## config.mk

```make
export PLATFORM = sky130hd
export DESIGN_NAME = feedback_priority_ready_queue_top_flat
export DESIGN_NICKNAME = d
export VERILOG_FILES = /design/src/frq_pkg.sv /design/src/frq_if.sv /design/src/frq_ram.sv /design/src/frq_ctrl.sv /design/src/frq_datapath.sv /design/src/feedback_priority_ready_queue_top.sv /design/src/flat_wrapper.sv
export SDC_FILE = /design/constraint.sdc
export NUM_CORES = 1
export LEC_CHECK = 0
export BUFFER_PORTS_ARGS = -buffer_cell sky130_fd_sc_hd__buf_2
export CAP_MARGIN = 25
export CORE_MARGIN = 4
export CORE_UTILIZATION = 55
export DETAILED_ROUTE_END_ITERATION = 10
export PLACE_DENSITY_LB_ADDON = 0.3
export SYNTH_ARGS = -nofsm -noshare
export SYNTH_HDL_FRONTEND = slang
export SYNTH_SLANG_ARGS = --single-unit
```

## constraint.sdc

```tcl
create_clock -name clk_i -period 4.97 [get_ports clk_i]
set_input_delay 0 -clock clk_i [delete_from_list [all_inputs] [get_ports clk_i]]
set_output_delay 0 -clock clk_i [all_outputs]
set_load 0.02 [all_outputs]
```

## src/frq_pkg.sv

```systemverilog
// ----------------------------------------------------------------------------
// frq_pkg
// Shared types and constants for the feedback priority ready queue.
// ----------------------------------------------------------------------------
package frq_pkg;

  localparam int TID_W    = 6;
  localparam int PRIO_W   = 2;
  localparam int USED_W   = 16;
  localparam int LEVELS   = 3;
  localparam int LV_W     = 2;
  localparam int ID_SPAN  = 1 << TID_W;

  localparam logic [PRIO_W-1:0] PRIO_LOW  = 2'd0;
  localparam logic [PRIO_W-1:0] PRIO_MED  = 2'd1;
  localparam logic [PRIO_W-1:0] PRIO_HIGH = 2'd2;

  localparam logic [USED_W-1:0] QUANTUM_RESET = 16'd10;

  localparam int                APB_ADDR_W  = 3;
  localparam logic              REG_QUANTUM = 1'b0;

  typedef enum logic [1:0] {
    CMD_CREATE  = 2'd0,
    CMD_ENQUEUE = 2'd1,
    CMD_DEQUEUE = 2'd2,
    CMD_ADJUST  = 2'd3
  } cmd_e;

  typedef enum logic {
    ST_IDLE = 1'b0,
    ST_EXEC = 1'b1
  } state_e;

  typedef struct packed {
    logic [1:0]        cmd;
    logic [TID_W-1:0]  thread_id;
    logic [PRIO_W-1:0] priority_level;
    logic [USED_W-1:0] time_used;
  } req_t;

  typedef struct packed {
    logic [TID_W-1:0]  result_thread;
    logic [PRIO_W-1:0] result_priority;
    logic [PRIO_W-1:0] previous_priority;
    logic              changed;
    logic              status;
  } rsp_t;

  typedef struct packed {
    logic load;
    logic commit;
  } ctrl_t;

  typedef struct packed {
    logic rsp_valid;
  } stat_t;

endpackage

```

## src/frq_if.sv

```systemverilog
// ----------------------------------------------------------------------------
// frq_req_if / frq_rsp_if
// Valid/ready channels carrying command and result transactions.
// ----------------------------------------------------------------------------
interface frq_req_if;
  logic          valid;
  logic          ready;
  frq_pkg::req_t payload;

  modport source (output valid, output payload, input ready);
  modport sink   (input valid, input payload, output ready);
endinterface

interface frq_rsp_if;
  logic          valid;
  logic          ready;
  frq_pkg::rsp_t payload;

  modport source (output valid, output payload, input ready);
  modport sink   (input valid, input payload, output ready);
endinterface

```

## src/frq_ram.sv

```systemverilog
// ----------------------------------------------------------------------------
// frq_ram
// Simple dual-port RAM, one write and one registered read port.
// ----------------------------------------------------------------------------
module frq_ram #(
  parameter int Width = 8,
  parameter int Depth = 64
) (
  input  logic                     clk_i,
  input  logic                     we_i,
  input  logic [$clog2(Depth)-1:0] waddr_i,
  input  logic [Width-1:0]         wdata_i,
  input  logic                     re_i,
  input  logic [$clog2(Depth)-1:0] raddr_i,
  output logic [Width-1:0]         rdata_o
);

  logic [Width-1:0] mem [Depth];
  logic [Width-1:0] rdata_q;

  always_ff @(posedge clk_i) begin
    if (we_i) begin
      mem[waddr_i] <= wdata_i;
    end
    if (re_i) begin
      rdata_q <= mem[raddr_i];
    end
  end

  assign rdata_o = rdata_q;

endmodule

```

## src/frq_ctrl.sv

```systemverilog
// ----------------------------------------------------------------------------
// frq_ctrl
// Command sequencer: read cycle, then execute and write-back cycle.
// ----------------------------------------------------------------------------
module frq_ctrl (
  input  logic          clk_i,
  input  logic          rst_ni,
  input  logic          req_valid_i,
  output logic          req_ready_o,
  input  logic          rsp_ready_i,
  input  frq_pkg::stat_t stat_i,
  output frq_pkg::ctrl_t ctrl_o
);
  import frq_pkg::*;

  state_e state_q, state_d;
  logic   slot_free;

  assign slot_free = !stat_i.rsp_valid || rsp_ready_i;

  always_ff @(posedge clk_i or negedge rst_ni) begin
    if (!rst_ni) begin
      state_q <= ST_IDLE;
    end else begin
      state_q <= state_d;
    end
  end

  always_comb begin
    state_d = state_q;
    case (state_q)
      ST_IDLE: begin
        if (req_valid_i) begin
          state_d = ST_EXEC;
        end
      end
      ST_EXEC: begin
        if (slot_free) begin
          state_d = ST_IDLE;
        end
      end
      default: state_d = ST_IDLE;
    endcase
  end

  always_comb begin
    req_ready_o   = 1'b0;
    ctrl_o.load   = 1'b0;
    ctrl_o.commit = 1'b0;
    case (state_q)
      ST_IDLE: begin
        req_ready_o = 1'b1;
        ctrl_o.load = req_valid_i;
      end
      ST_EXEC: begin
        ctrl_o.commit = slot_free;
      end
      default: begin
        req_ready_o = 1'b0;
      end
    endcase
  end

endmodule

```

## src/frq_datapath.sv

```systemverilog
// ----------------------------------------------------------------------------
// frq_datapath
// Priority and link memories, per-level head/tail state and result register.
// ----------------------------------------------------------------------------
module frq_datapath #(
  parameter int MAX_THREADS = 64
) (
  input  logic                          clk_i,
  input  logic                          rst_ni,
  input  frq_pkg::ctrl_t                ctrl_i,
  input  frq_pkg::req_t                 req_i,
  input  logic [frq_pkg::USED_W-1:0]    quantum_i,
  input  logic                          rsp_ready_i,
  output frq_pkg::rsp_t                 rsp_o,
  output frq_pkg::stat_t                stat_o
);
  import frq_pkg::*;

  localparam int Depth = (MAX_THREADS < ID_SPAN) ? MAX_THREADS : ID_SPAN;
  localparam int IdxW  = $clog2(Depth);

  cmd_e              cmd_q;
  logic [TID_W-1:0]  tid_q;
  logic [PRIO_W-1:0] plev_q;
  logic [USED_W-1:0] used_q;

  logic [IdxW-1:0]   head_q [LEVELS];
  logic [IdxW-1:0]   head_d [LEVELS];
  logic [IdxW-1:0]   tail_q [LEVELS];
  logic [IdxW-1:0]   tail_d [LEVELS];
  logic [LEVELS-1:0] nonempty_q, nonempty_d;
  logic [Depth-1:0]  queued_q, queued_d;

  rsp_t rsp_q, rsp_d;
  logic rsp_valid_q, rsp_valid_d;

  logic [LV_W-1:0]   lv_sel;
  logic              any_ne;
  logic [IdxW-1:0]   head_sel;
  logic [IdxW-1:0]   tid_idx;
  logic              in_range;
  logic [IdxW-1:0]   prio_raddr;
  logic [PRIO_W-1:0] prio_rdata;
  logic [IdxW-1:0]   link_rdata;
  logic              prio_we, link_we;
  logic [IdxW-1:0]   prio_waddr, link_waddr;
  logic [PRIO_W-1:0] prio_wdata;
  logic [IdxW-1:0]   link_wdata;
  logic [PRIO_W-1:0] new_prio;
  logic [LV_W-1:0]   enq_lv;

  always_comb begin
    if (nonempty_q[2]) begin
      lv_sel = 2'd2;
    end else if (nonempty_q[1]) begin
      lv_sel = 2'd1;
    end else begin
      lv_sel = 2'd0;
    end
  end

  assign any_ne     = |nonempty_q;
  assign head_sel   = head_q[lv_sel];
  assign tid_idx    = tid_q[IdxW-1:0];
  assign in_range   = 32'(tid_q) < MAX_THREADS;
  assign prio_raddr = (cmd_e'(req_i.cmd) == CMD_DEQUEUE) ? head_sel
                                                          : req_i.thread_id[IdxW-1:0];

  frq_ram #(.Width(PRIO_W), .Depth(Depth)) u_prio_ram (
    .clk_i   (clk_i),
    .we_i    (prio_we),
    .waddr_i (prio_waddr),
    .wdata_i (prio_wdata),
    .re_i    (ctrl_i.load),
    .raddr_i (prio_raddr),
    .rdata_o (prio_rdata)
  );

  frq_ram #(.Width(IdxW), .Depth(Depth)) u_link_ram (
    .clk_i   (clk_i),
    .we_i    (link_we),
    .waddr_i (link_waddr),
    .wdata_i (link_wdata),
    .re_i    (ctrl_i.load),
    .raddr_i (head_sel),
    .rdata_o (link_rdata)
  );

  always_comb begin
    new_prio = prio_rdata;
    case (cmd_q)
      CMD_CREATE: begin
        if (plev_q == PRIO_HIGH) begin
          new_prio = PRIO_HIGH;
        end else if (plev_q == PRIO_MED) begin
          new_prio = PRIO_MED;
        end else begin
          new_prio = PRIO_LOW;
        end
      end
      CMD_ADJUST: begin
        if (used_q < quantum_i) begin
          if (prio_rdata != PRIO_HIGH) begin
            new_prio = prio_rdata + 2'd1;
          end
        end else if (prio_rdata != PRIO_LOW) begin
          new_prio = prio_rdata - 2'd1;
        end
      end
      default: new_prio = prio_rdata;
    endcase
  end

  assign enq_lv = (prio_rdata == PRIO_HIGH) ? 2'd2 :
                  (prio_rdata == PRIO_MED)  ? 2'd1 : 2'd0;

  always_comb begin
    head_d      = head_q;
    tail_d      = tail_q;
    nonempty_d  = nonempty_q;
    queued_d    = queued_q;
    prio_we     = 1'b0;
    prio_waddr  = tid_idx;
    prio_wdata  = new_prio;
    link_we     = 1'b0;
    link_waddr  = tail_q[enq_lv];
    link_wdata  = tid_idx;
    rsp_d       = '{result_thread: tid_q, result_priority: '0,
                    previous_priority: '0, changed: 1'b0, status: 1'b0};
    if (ctrl_i.commit) begin
      if (cmd_q == CMD_DEQUEUE) begin
        if (any_ne) begin
          if (tail_q[lv_sel] == head_sel) begin
            nonempty_d[lv_sel] = 1'b0;
          end else begin
            head_d[lv_sel] = link_rdata;
          end
          queued_d[head_sel]      = 1'b0;
          rsp_d.result_thread     = TID_W'(head_sel);
          rsp_d.result_priority   = prio_rdata;
          rsp_d.previous_priority = prio_rdata;
        end else begin
          rsp_d.result_thread = '0;
          rsp_d.status        = 1'b1;
        end
      end else if (in_range) begin
        case (cmd_q)
          CMD_CREATE, CMD_ADJUST: begin
            prio_we                 = 1'b1;
            rsp_d.result_priority   = new_prio;
            rsp_d.previous_priority = (cmd_q == CMD_ADJUST) ? prio_rdata : new_prio;
            rsp_d.changed           = (cmd_q == CMD_ADJUST) && (new_prio != prio_rdata);
          end
          CMD_ENQUEUE: begin
            if (!queued_q[tid_idx]) begin
              if (nonempty_q[enq_lv]) begin
                link_we = 1'b1;
              end else begin
                head_d[enq_lv]     = tid_idx;
                nonempty_d[enq_lv] = 1'b1;
              end
              tail_d[enq_lv]    = tid_idx;
              queued_d[tid_idx] = 1'b1;
            end
            rsp_d.result_priority   = prio_rdata;
            rsp_d.previous_priority = prio_rdata;
          end
          default: rsp_d.status = 1'b0;
        endcase
      end
    end
  end

  assign rsp_valid_d = ctrl_i.commit || (rsp_valid_q && !rsp_ready_i);

  always_ff @(posedge clk_i or negedge rst_ni) begin
    if (!rst_ni) begin
      nonempty_q  <= '0;
      queued_q    <= '0;
      rsp_valid_q <= 1'b0;
    end else begin
      nonempty_q  <= nonempty_d;
      queued_q    <= queued_d;
      rsp_valid_q <= rsp_valid_d;
    end
  end

  always_ff @(posedge clk_i) begin
    head_q <= head_d;
    tail_q <= tail_d;
    if (ctrl_i.load) begin
      cmd_q  <= cmd_e'(req_i.cmd);
      tid_q  <= req_i.thread_id;
      plev_q <= req_i.priority_level;
      used_q <= req_i.time_used;
    end
    if (ctrl_i.commit) begin
      rsp_q <= rsp_d;
    end
  end

  assign rsp_o            = rsp_q;
  assign stat_o.rsp_valid = rsp_valid_q;

endmodule

```

## src/feedback_priority_ready_queue_top.sv

```systemverilog
// ----------------------------------------------------------------------------
// feedback_priority_ready_queue_top
// Three-level ready queue of thread ids with feedback priority adjust.
// ----------------------------------------------------------------------------
// Commands arrive on req_i (create, enqueue, dequeue, adjust) and each one
// produces exactly one result transaction on rsp_o.
// A command first does the registered read of the priority and link RAMs,
// then updates the level head/tail state, writes back and loads the
// result register. The block holds one command at a time, so it does not
// accept a new command until the last one has loaded its result.
// The result sits in an output register; while the receiver stalls, the
// next command can still be accepted and read, and it waits in the
// execute cycle until the output register frees up.
// The time quantum is written over the APB port at byte address 0.
// Reset empties all three levels, clears every queued flag and sets the
// quantum to 10. Thread priorities and links are unknown until written.
// ----------------------------------------------------------------------------
module feedback_priority_ready_queue_top #(
  parameter int MAX_THREADS = 64
) (
  input  logic                             clk_i,
  input  logic                             rst_ni,
  frq_req_if.sink                          req_i,
  frq_rsp_if.source                        rsp_o,
  input  logic                             psel,
  input  logic                             penable,
  input  logic                             pwrite,
  input  logic [frq_pkg::APB_ADDR_W-1:0]   paddr,
  input  logic [31:0]                      pwdata,
  output logic [31:0]                      prdata,
  output logic                             pready
);
  import frq_pkg::*;

  ctrl_t             ctrl;
  stat_t             stat;
  logic [USED_W-1:0] quantum_q;

  always_ff @(posedge clk_i or negedge rst_ni) begin
    if (!rst_ni) begin
      quantum_q <= QUANTUM_RESET;
    end else if (psel && penable && pwrite && (paddr[2] == REG_QUANTUM)) begin
      quantum_q <= pwdata[USED_W-1:0];
    end
  end

  assign pready = 1'b1;
  assign prdata = (paddr[2] == REG_QUANTUM) ? 32'(quantum_q) : '0;

  frq_ctrl u_ctrl (
    .clk_i       (clk_i),
    .rst_ni      (rst_ni),
    .req_valid_i (req_i.valid),
    .req_ready_o (req_i.ready),
    .rsp_ready_i (rsp_o.ready),
    .stat_i      (stat),
    .ctrl_o      (ctrl)
  );

  frq_datapath #(.MAX_THREADS(MAX_THREADS)) u_datapath (
    .clk_i       (clk_i),
    .rst_ni      (rst_ni),
    .ctrl_i      (ctrl),
    .req_i       (req_i.payload),
    .quantum_i   (quantum_q),
    .rsp_ready_i (rsp_o.ready),
    .rsp_o       (rsp_o.payload),
    .stat_o      (stat)
  );

  assign rsp_o.valid = stat.rsp_valid;

endmodule

```

## src/flat_wrapper.sv

```systemverilog
// flat-port wrapper written by rule: the top's interface ports become plain ports
module feedback_priority_ready_queue_top_flat import frq_pkg::*;
#(
  parameter int MAX_THREADS = 64
)
  (clk_i, rst_ni, psel, penable, pwrite, paddr, pwdata, prdata, pready, req_i_valid, req_i_payload, req_i_ready, rsp_o_valid, rsp_o_payload, rsp_o_ready);
  frq_req_if req_i_i ();
  frq_rsp_if rsp_o_i ();
  input  logic clk_i;
  input  logic rst_ni;
  input  logic psel;
  input  logic penable;
  input  logic pwrite;
  input  logic [frq_pkg::APB_ADDR_W-1:0] paddr;
  input  logic [31:0] pwdata;
  output logic [31:0] prdata;
  output logic pready;
  input wire logic [$bits(req_i_i.valid)-1:0] req_i_valid;
  input wire logic [$bits(req_i_i.payload)-1:0] req_i_payload;
  output wire logic [$bits(req_i_i.ready)-1:0] req_i_ready;
  output wire logic [$bits(rsp_o_i.valid)-1:0] rsp_o_valid;
  output wire logic [$bits(rsp_o_i.payload)-1:0] rsp_o_payload;
  input wire logic [$bits(rsp_o_i.ready)-1:0] rsp_o_ready;
  assign req_i_i.valid = req_i_valid;
  assign req_i_i.payload = req_i_payload;
  assign req_i_ready = req_i_i.ready;
  assign rsp_o_valid = rsp_o_i.valid;
  assign rsp_o_payload = rsp_o_i.payload;
  assign rsp_o_i.ready = rsp_o_ready;
  feedback_priority_ready_queue_top #(.MAX_THREADS(MAX_THREADS)) u_core (.clk_i(clk_i), .rst_ni(rst_ni), .req_i(req_i_i), .rsp_o(rsp_o_i), .psel(psel), .penable(penable), .pwrite(pwrite), .paddr(paddr), .pwdata(pwdata), .prdata(prdata), .pready(pready));
endmodule
```

==> results by group <==
Outcome
  – Status: finished clean

Yosys
  – Synth Area in Simple Gates: 8.27%
  – Avg Inst Size Synth: 14.2 um2
  – #FFs+latches synth: 679
  – Distinct cells, synth: 71
  – Yosys warnings: 0
  – Post-synthesis async set-or-reset flop share: 12.5%
  – Post-Syn Area: 0.0278 mm2
  – Largest family of logic cells by synthesized area: compound AO/OA/AOI/OAI gates
  – Adder-Cell Fraction of Synth Area: 1.12%
  – Cell taking the most area after synthesis: edfxtp_1
  – Top FF cell, synth: edfxtp_1
  – Most frequent cell after synthesis: edfxtp_1
  – Cells after synthesis: 1960
  – Post-synthesis mux area share: 3.13%
  – Synth top area cells: edfxtp_1 64%, dfrtp_1 7.5%, a22oi_1 5.7%
  – EDFF count, synth: 594
  – Xor and xnor fraction of the mapped netlist area: 0.252%
  – Post-synthesis compound-gate area fraction: 12.8%
  – Most frequent cells after synthesis: 594 x edfxtp_1, 210 x a22oi_1, 199 x nor2_1
  – Post-synth top area share: 64.1%
  – Register area share after synthesis: 71.7%

Timing
  – Min Hold Slack: 0.102 ns
  – Clock period minus worst slack: 4.07 ns
  – Worst setup slack after layout: 0.897 ns
  – Setup TNS: 0 ns
  – Pins over their slew limit: 0
  – Least-Margin Pin Slew: 1.03 ns
  – Unrepaired setup endpoints after global routing: no
  – Period utilisation layout: 82.0%
  – Worst slew margin: 31.0%
  – Clock Skews: 0.0261 ns
  – FMAX: 0.246 GHz
  – Final Hold Fails: 0
  – # setup viols final: 0

Routing
  – Routed WL: 71500 um
  – DR pass1 iterations: 6
  – Final ANT Viol Nets: 0
  – Vias after detailed routing: 18300
  – DR iter-0 viols: 2337
  – Avg WL per Cell: 25.3 um
  – Vias per cell: 6.48
  – DRC viols: 0

Finish
  – Post-route cell area: 0.0318 mm2
  – Multi-input gate area: 0.00730 mm2
  – Util after Layout: 63.5%
  – Finished Layout Cells: 2822
  – Fill cell count: 3622
  – Reg area: 0.0200 mm2
  – P&R area growth vs syn: 14.2%
  – Final nets: 2192
  – N_diodes: 0
  – Layout cells sized above 1: 14.0%

Die
  – Die height: 233 um
  – Total Die Area: 0.0543 mm2
  – Starting Density: 55.6%
  – Row count: 82
  – IO Pins: 115
  – CORE AREA: 0.0501 mm2
  – Die extent in x: 233 um

Global route
  – Antenna violations before repair: 0
  – GRT Total Usage: 26.2%
  – First-pass GRT wire length: 108000 um
  – GRT overflow: 0
  – Largest net degree at the start of global routing: 76
  – Vias in the first global route: 18200

Clock network
  – Postcts setup bufs: 0
  – Sink Count: 679
  – Post-cts hold buffer count: 47
  – CTS max path bufs: 3
  – Clock-pin transition on the worst setup and hold timing paths: 0.06 ns
  – Root Driver: clkbuf_16
  – Post-CTS sizing: 0
  – Clock latency on the worst-skew pair: 0.61 ns
  – TritonCTS buffer count: 70
  – CTS HTree Levels: 3
  – CTS tree: yes

Run
  – Max-Cap Viols: 0

Critical path
  – Worst setup SP type: register
  – Max FO, Critical Path: 16
  – Required @ worst endpoint: 5.20 ns
  – Crit path DAT: 4.30 ns
  – Critical path type: register to register
  – CP endpoint kind: register

Pwr
  – Power density over cell area: 527 mW/mm2
  – P_leak: 10.9 nW
  – Max IR drop VDD: 0.000276 V
  – Pwr Total: 16.8 mW

Placement
  – DP Worst Slack: 1.03 ns
  – Placed cell area: 0.0290 mm2
  – Post-DP HPWL: 43200 um
  – Inst Count DP: 2650
  – I/O Buffers: 79
  – Placer Congestion: 0.924

Min path
  – Hold Crit Class: primary input to register
[kinds of logic (layout without fill, tap and decap cells)]
logic type / after synthesis / in the layout
other: 2 / 17
adder cells (fa/ha/maj): 25 / 25
XOR/XNOR: 8 / 8
AND/OR/NAND/NOR: 498 / 498
multiplexers: 72 / 72
flip-flops: 679 / 679
buffers and inverters: 158 / 333
AO/OA/AOI/OAI: 518 / 518
[routing by layer]
metal  up-vias  wire, um  track usage, %  part of all wire, %
met2      1153     33600            41.7                   47
met1      9052     28300            36.6                   40
met3       180      7050            4.68                  9.9
met5         -         0               0                    0
li1       7908         -               -                    -
met4         0      2500            10.3                  3.5
[path summary, 6_finish.rpt]
| kind | startpoint | to | slack, ns | depth (start not counted) |
|---|---|---|---|---|
| min | req_i_payload[0] | u_core.u_datapath.used_q[0]$_DFFE_PP_ | 0.10 | 2 |
| min in group asynchronous | rst_ni | u_core.quantum_q[1]$_DFFE_PN1P_ | 0.44 | 3 |
| max | u_core.u_datapath.link_wdata[0]$_DFFE_PP_ | u_core.u_datapath.u_link_ram.mem[54][5]$_DFFE_PP_ | 0.90 | 9 |
| max in group asynchronous | rst_ni | u_core.quantum_q[7]$_DFFE_PN0P_ | 3.27 | 4 |
| max reg2reg | u_core.u_datapath.link_wdata[0]$_DFFE_PP_ | u_core.u_datapath.u_link_ram.mem[54][5]$_DFFE_PP_ | 0.90 | 9 |
| min reg2reg | u_core.u_datapath.queued_q[31]$_DFFE_PN0P_ | u_core.u_datapath.queued_q[31]$_DFFE_PN0P_ | 0.49 | 2 |
[cells in the final DEF (no fill, tap or decap), types with 48 or more instances in the layout]
cell type	synthesis	layout
edfxtp_1	594	594
a22oi_1	210	210
nor2_1	199	194
a21oi_1	124	122
nand2_1	121	121
dfrtp_1	83	83
buf_2	40	78
clkbuf_16	0	74
nand4_1	50	50
buf_4	19	48
[flip-flops by register name, summed over array words and instances, names as in the netlist]
register,flops
u_core.u_datapath.u_link_ram.mem,384
u_core.u_datapath.u_prio_ram.mem,128
u_core.u_datapath.queued_q,64
u_core.u_datapath.head_q,18
u_core.u_datapath.tail_q,18
u_core.quantum_q,16
u_core.u_datapath.used_q,16
u_core.u_datapath.rsp_o,12
u_core.u_datapath.link_wdata,6
u_core.u_datapath.u_link_ram.rdata_o,6
u_core.u_datapath.nonempty_q,3
u_core.u_datapath.cmd_q,2
u_core.u_datapath.plev_q,2
u_core.u_datapath.u_prio_ram.rdata_o,2
u_core.u_ctrl.state_q,1
u_core.u_datapath.stat_o,1
[layout make-up]
class                      instances  share of cell area [%]
inverter                          34                   0.401
tap                              672                    2.64
timing repair buffer             176                    4.03
sequential                       679                    62.8
clock inverter                    27                   0.980
multi-input combinational       1138                    22.9
clock buffer                      96                    6.21
[power by group]
part           leakage (nW)  internal (mW)  switching (mW)  total (mW)
logic                  3.29           1.34            3.06        4.40
clock network          1.11           3.10            2.15        5.25
registers              6.48           6.87           0.237        7.11
[critical path: stages (launching register included)]
cell and delay [ns]:
edfxtp_1 0.95, mux4_2 0.60, mux2i_1 0.16, o22ai_1 0.12, nor2_1 0.18, o2111ai_1 0.19
a21oi_2 0.31, and3b_2 0.31, nand2_2 0.27, nor2_1 0.60
Power figures use the tool's default switching activity.
